<file path="src/sv/kocnt_pkg.sv">
// ---------------------------------------------------------------------------
// Key counter package
// Function codes, limits and the item record that moves along the cell chain.
// ---------------------------------------------------------------------------
package kocnt_pkg;

  localparam int DEF_CAPACITY = 64;

  localparam int KEY_W   = 64;
  localparam int COUNT_W = 31;
  localparam int DIST_W  = 7;

  localparam logic [1:0] FUNC_INC    = 2'd0;
  localparam logic [1:0] FUNC_LOOKUP = 2'd1;
  localparam logic [1:0] FUNC_CLEAR  = 2'd2;

  localparam logic [COUNT_W-1:0] COUNT_MAX       = {COUNT_W{1'b1}};
  localparam logic [DIST_W-1:0]  TOTAL_FIELD_MAX = {DIST_W{1'b1}};

  // One item in flight: op, key, whether a cell has served it, its count
  typedef struct packed {
    logic               vld;
    logic [1:0]         func;
    logic [KEY_W-1:0]   key;
    logic               hit;
    logic [COUNT_W-1:0] cnt;
  } item_t;

endpackage

</file>
<file path="src/sv/kocnt_cell.sv">
// ---------------------------------------------------------------------------
// Key counter cell
// Holds one table entry and one pipeline slot; serves the passing item.
// ---------------------------------------------------------------------------
module kocnt_cell import kocnt_pkg::*; #(
  parameter int TW = 7
) (
  input  logic          clk,
  input  logic          rst,
  input  logic          advance,
  input  item_t         item_prev,
  input  logic [TW-1:0] total_prev,
  output item_t         item,
  output logic [TW-1:0] total
);

  logic               valid;
  logic               valid_next;
  logic [KEY_W-1:0]   ekey;
  logic [KEY_W-1:0]   ekey_next;
  logic [COUNT_W-1:0] ecount;
  logic [COUNT_W-1:0] ecount_next;
  item_t              item_next;
  logic [TW-1:0]      total_next;
  logic               match;

  // Keys are unique, so once an item is served no later cell can match
  assign match = valid && (ekey == item_prev.key) && !item_prev.hit;

  always_comb begin
    valid_next  = valid;
    ekey_next   = ekey;
    ecount_next = ecount;
    item_next   = item_prev;
    if (item_prev.vld) begin
      priority if (item_prev.func == FUNC_CLEAR) begin
        valid_next = 1'b0;
      end else if (match) begin
        if (item_prev.func == FUNC_INC) begin
          ecount_next   = (ecount == COUNT_MAX) ? ecount : ecount + COUNT_W'(1);
          item_next.cnt = ecount_next;
        end else begin
          item_next.cnt = ecount;
        end
        item_next.hit = 1'b1;
      end else if (item_prev.func == FUNC_INC && !valid && !item_prev.hit) begin
        // Entries fill from the head, so the first free cell means a new key
        valid_next    = 1'b1;
        ekey_next     = item_prev.key;
        ecount_next   = COUNT_W'(1);
        item_next.hit = 1'b1;
        item_next.cnt = COUNT_W'(1);
      end else begin
        // pass the item on untouched
        item_next = item_prev;
      end
    end
    total_next = total_prev + TW'(valid_next);
  end

  always_ff @(posedge clk) begin
    if (rst) begin
      valid    <= 1'b0;
      item.vld <= 1'b0;
    end else if (advance) begin
      valid    <= valid_next;
      item.vld <= item_next.vld;
    end
  end

  always_ff @(posedge clk) begin
    if (advance) begin
      ekey      <= ekey_next;
      ecount    <= ecount_next;
      item.func <= item_next.func;
      item.key  <= item_next.key;
      item.hit  <= item_next.hit;
      item.cnt  <= item_next.cnt;
      total     <= total_next;
    end
  end

endmodule

</file>
<file path="config.mk">
export PLATFORM = sky130hd
export DESIGN_NAME = kocnt_cell
export DESIGN_NICKNAME = d
export VERILOG_FILES = /design/src/sv/kocnt_pkg.sv /design/src/sv/kocnt_cell.sv
export SDC_FILE = /design/constraint.sdc
export NUM_CORES = 1
export LEC_CHECK = 0
export BUFFER_PORTS_ARGS = -buffer_cell sky130_fd_sc_hd__buf_2
export CAP_MARGIN = 10
export CORE_MARGIN = 3
export CORE_UTILIZATION = 30
export CTS_CLUSTER_SIZE = 20
export DETAILED_ROUTE_END_ITERATION = 6
export HOLD_SLACK_MARGIN = 0.15
export SLEW_MARGIN = 20
export SYNTH_ARGS = -nofsm -noshare
export SYNTH_HDL_FRONTEND = slang
export SYNTH_SLANG_ARGS = --single-unit
</file>
<file path="constraint.sdc">
create_clock -name clk -period 13.8 [get_ports clk]
set_clock_uncertainty 0.15 [all_clocks]
set_input_delay 1.38 -clock clk [delete_from_list [all_inputs] [get_ports clk]]
set_output_delay 1.38 -clock clk [all_outputs]
set_load 0.02 [all_outputs]
</file>
* After elaboration in Yosys (flattened, before gate mapping)
Index checks and enable logic that the tools add are counted.
** Cells by class
- Multiplexer cells :: 12
- Reduce and logical (&&, ||, !) cells :: 10
- Bitwise operators :: 2
- Add/subtract/negate cells :: 2
- Equality and inequality tests :: 3
** Operator list (count)
- $mux W31 :: 4
- $mux W99 :: 1
- $mux W32 :: 3
- $eq A64 B64 Y1 :: 1
- $add A31 B1 Y31 const B :: 1
- $eq A31 B31 Y1 const B :: 1
- $add A7 B1 Y7 :: 1
- $reduce_and A5 Y1 :: 1
- $logic_and A1 B1 Y1 :: 4
- $mux W1 :: 4
- $reduce_and A4 Y1 :: 1
- $eq A2 B2 Y1 const B :: 1
- $logic_not A1 Y1 :: 2
- $logic_not A2 Y1 :: 1
- $not A1 Y1 :: 2
- $reduce_bool A2 Y1 :: 1
** Word-level totals
- Register bits after elaboration :: 202
- Logic and storage cells :: 38
- Input port bits :: 109

* Logic depth before layout (Yosys ltp)
- Depth after elaboration :: 8
- Gate-level depth with buffers :: 9
- Gate-level depth less buffers :: 7

* Least setup slack after synthesis
No wires, ideal clock.
- Path type :: in2reg
- Start point :: in item_prev[97] (netlist name)
- End point :: reg ekey[0], enable pin
- Cell stages on the path :: 6
- Arrival :: 5.157 ns
- Slack :: 8.007 ns
- Data required time :: 13.164 ns
- Setup time :: 0.486 ns
- Path through :: or2_2 > clkbuf_1 > or3_1 > clkbuf_1 > clkbuf_1 > nor2_1
** Between the ends
- Cells in the longest elaborated chain, start to end :: 4
- Elaborated cells on any way between the ends :: 6
- Classes of those cells :: eq/ne (1); bitwise (1); reduce/logical (4)
** RTL lines
- from (decl) :: RTL line kocnt_cell.sv:11 : input item_t item_prev,
- $logic_not A2 Y1 :: RTL line kocnt_cell.sv:46 : end else if (item_prev.func == FUNC_INC && !valid && !item_prev.hit) begin
- $logic_and A1 B1 Y1 (2 in series) :: RTL line kocnt_cell.sv:46
- $reduce_and A5 Y1 (no line) *
- to (signal assigned) :: RTL line kocnt_cell.sv:73 : ekey <= ekey_next;
- to (decl) :: RTL line kocnt_cell.sv:19 : logic [KEY_W-1:0] ekey;
Every way passes the cells marked *; elsewhere a longest branch is shown, timed or not.
A chain may end at the register's enable or synchronous reset.

* Worst setup path after layout
- Start point :: in item_prev[39] (netlist name)
- End point :: reg ecount[2], enable pin
** Between the ends
- Cells in the longest elaborated chain, start to end :: 5
** RTL lines
- $eq A64 B64 Y1 :: RTL line kocnt_cell.sv:28 : assign match = valid && (ekey == item_prev.key) && !item_prev.hit;
- $logic_and A1 B1 Y1 (2 in series) :: RTL line kocnt_cell.sv:28
- $reduce_bool A2 Y1 (no line)
- $reduce_and A4 Y1 (no line)
- to (signal assigned) :: RTL line kocnt_cell.sv:74 : ecount <= ecount_next;
- to (decl) :: RTL line kocnt_cell.sv:21 : logic [COUNT_W-1:0] ecount;
No other way between the ends.

==> impl_metrics.ini <==
[outcome]
outcome = completed

[hold_path]
hp-class = reg2reg
min_from = item[98]

[detailed_routing]
drt-pass1-iter-count = 5
wl_per_cell_um = 18.2
drt_wl_total_um = 24300
num_vias = 6693
first_iter_violations = 523
drc_errors = 0
via_per_inst = 5.02
antenna_left = 0

[sta]
fmax_mhz = 216
min_period_over_period = 0.336
setup_tns_ps = 0
finalCriticalPeriod_ps = 4630
slew_viol_final = 0
hold_viol_final = 0
rsz0062_at_grt = false
relSlewSlack = 0.305
setup_viol = 0
whs_ps = 345
worst_pin_slew_ps = 1040

[clock_network]
cts-buffers-inserted = 24
holdBufCountCts = 0
cts_resized = 0
clockBufferDepth = 3
clkTransAtPathRegs_ps = 50
clk_latency_ps = 510
tritoncts = done
htree_num_levels = 1
clock-sinks = 202
root_buffer = clkbuf_16
cts_setup_buffers = 0

[logic_synthesis]
synth.yosys.warnings = 0
synthArstFlopShare = 0
synth_cell_types = 46
synth.most_common_cell = edfxtp_1
synth_top_area_frac = 0.653
ys_seq_elements = 202
yosys-top-cells-area = edfxtp_1 65%, xor2_1 5.4%, nor2b_1 2.8%
netlist_area_sq_um = 9190
syn-num-nets = 820
synthTopCellsByCount = 200 x edfxtp_1, 57 x xor2_1, 52 x nand2_1
yosys.area.top_type = edfxtp_1
ys_dominant_reg_cell = edfxtp_1
syn_inst = 708
synth_edf_count = 200
ys_seq_area_frac = 0.658
postSynthAreaPerCell_sq_um = 13.0

[global_routing]
grt_pass1_wl_um = 37500
busiest_layer = met2
grt_pass1_vias = 6596
grt_max_degree = 67
antenna_found_initial = 3
met3_usage = 0.0354
grt_use_met2 = 0.230
gr-total-overflow = 0
gr-usage-met1 = 0.192
grt_usage = 0.142

[setup_path]
cp_max_fo = 31
start_kind = primary input
crit_start = item_prev[39]
critPathKind = in2reg
r2r-start = ekey[7]
cp.arrival_ps = 4650
critPathRequiredTime_ps = 13820
r2r_setup_slack_ps = 9790
cp-end-kind = register

[floorplan]
die_h_um = 181
io_pins = 215
initial_utilization = 0.307
fp.dieArea_sq_um = 32800
core_sq_um = 30000
fp.dieW_um = 181
row_count = 63

[finish]
drive_gt1_frac = 0.285
area_delta_synth_final_pct = 24.6
fillers = 2921
diodes = 0
nNetsFinal = 1039
final_cells = 1334

[placed_design]
hpwl_um = 17100
portBuffers = 214
gp_congestion = 0.858
dp_cells = 1291

[power]
internal_power_uw = 1110
pwr-share-seq = 0.489
combPwrFrac = 0.100
swShare = 0.244
clock_power_share = 0.411
power_density_nw_per_um2 = 128
p_leak_uw = 0.00423
p_switching_uw = 356
peakVddDrop_mv = 0.0944

[job]
cap_violations = 0
==> logic make-up after synthesis <==
family,share of synthesized area
simple gates,0.168
buf+inv,0.0178
mux,0.00436
xor+xnor,0.0696
flops,0.658
compound gates,0.0784
fa+ha+maj,0.00408
==> state kept, by name, indices dropped and copies added, names as in the netlist <==
name    count
valid       1
total       7
item       99
ekey       64
ecount     31
==> placed cells by master, fill, tap and decap left out, types with 28 or more instances in the layout <==
cell type and instances:
nor2b_1 41, nor4_1 33, edfxtp_1 200, and2_1 32, buf_2 213, xor2_1 57, a31oi_1 31, nor2_1 43
nand2_1 52, a221oi_1 28
==> final timing paths <==
path	to	depth (start not counted)
max	ecount[2]	8
min reg2reg	item[98]	2
min	item[98]	2
max reg2reg	ecount[2]	7
==> critical path, stage by stage <==
cell and delay (ps):
buf_2 120, xor2_1 180, or4_1 590, or4b_4 560, nor4_4 410, nand2_1 690
a21oi_2 310, buf_4 380
==> routing by layer <==
metal	wire length [um]	vias to the layer above
li1	-	3158
met1	10600	3229
met2	11200	256
met3	1900	44
met4	556	6
met5	36	-
==> final cells by class <==
type | count | area (sq um) | share of cell area
flip-flops and latches | 202 | 6050 | 0.528
multi-input cells | 467 | 3000 | 0.262
repair buffers | 224 | 1150 | 0.100
clock buffers | 29 | 641 | 0.0559
well taps | 390 | 488 | 0.0426
clock inverters | 14 | 98.8 | 0.00863
inverters | 8 | 30.0 | 0.00262
==> per-stage QoR <==
step           area (sq um)  utilization  power, uW  worst slack, ps
3_3_place_gp          10700        0.358        874             8670
3_5_place_dp          10700        0.358        876             8590
4_1_cts               11500        0.382       1480             9130
6_report              11500        0.382       1460             9170
2_1_floorplan          9190            -        805             8010
5_1_grt               11500        0.382       1520             8980
==> power by group through the flow <==
stage	Combinational, uW	Sequential, uW	Clock [uW]
final	146	715	600
after global routing	159	718	640
after CTS	148	716	619
after detailed placement	148	728	0
after global placement	146	727	0
after floorplan	42.7	762	0
Note: power is estimated with default switching activity, not from simulation.
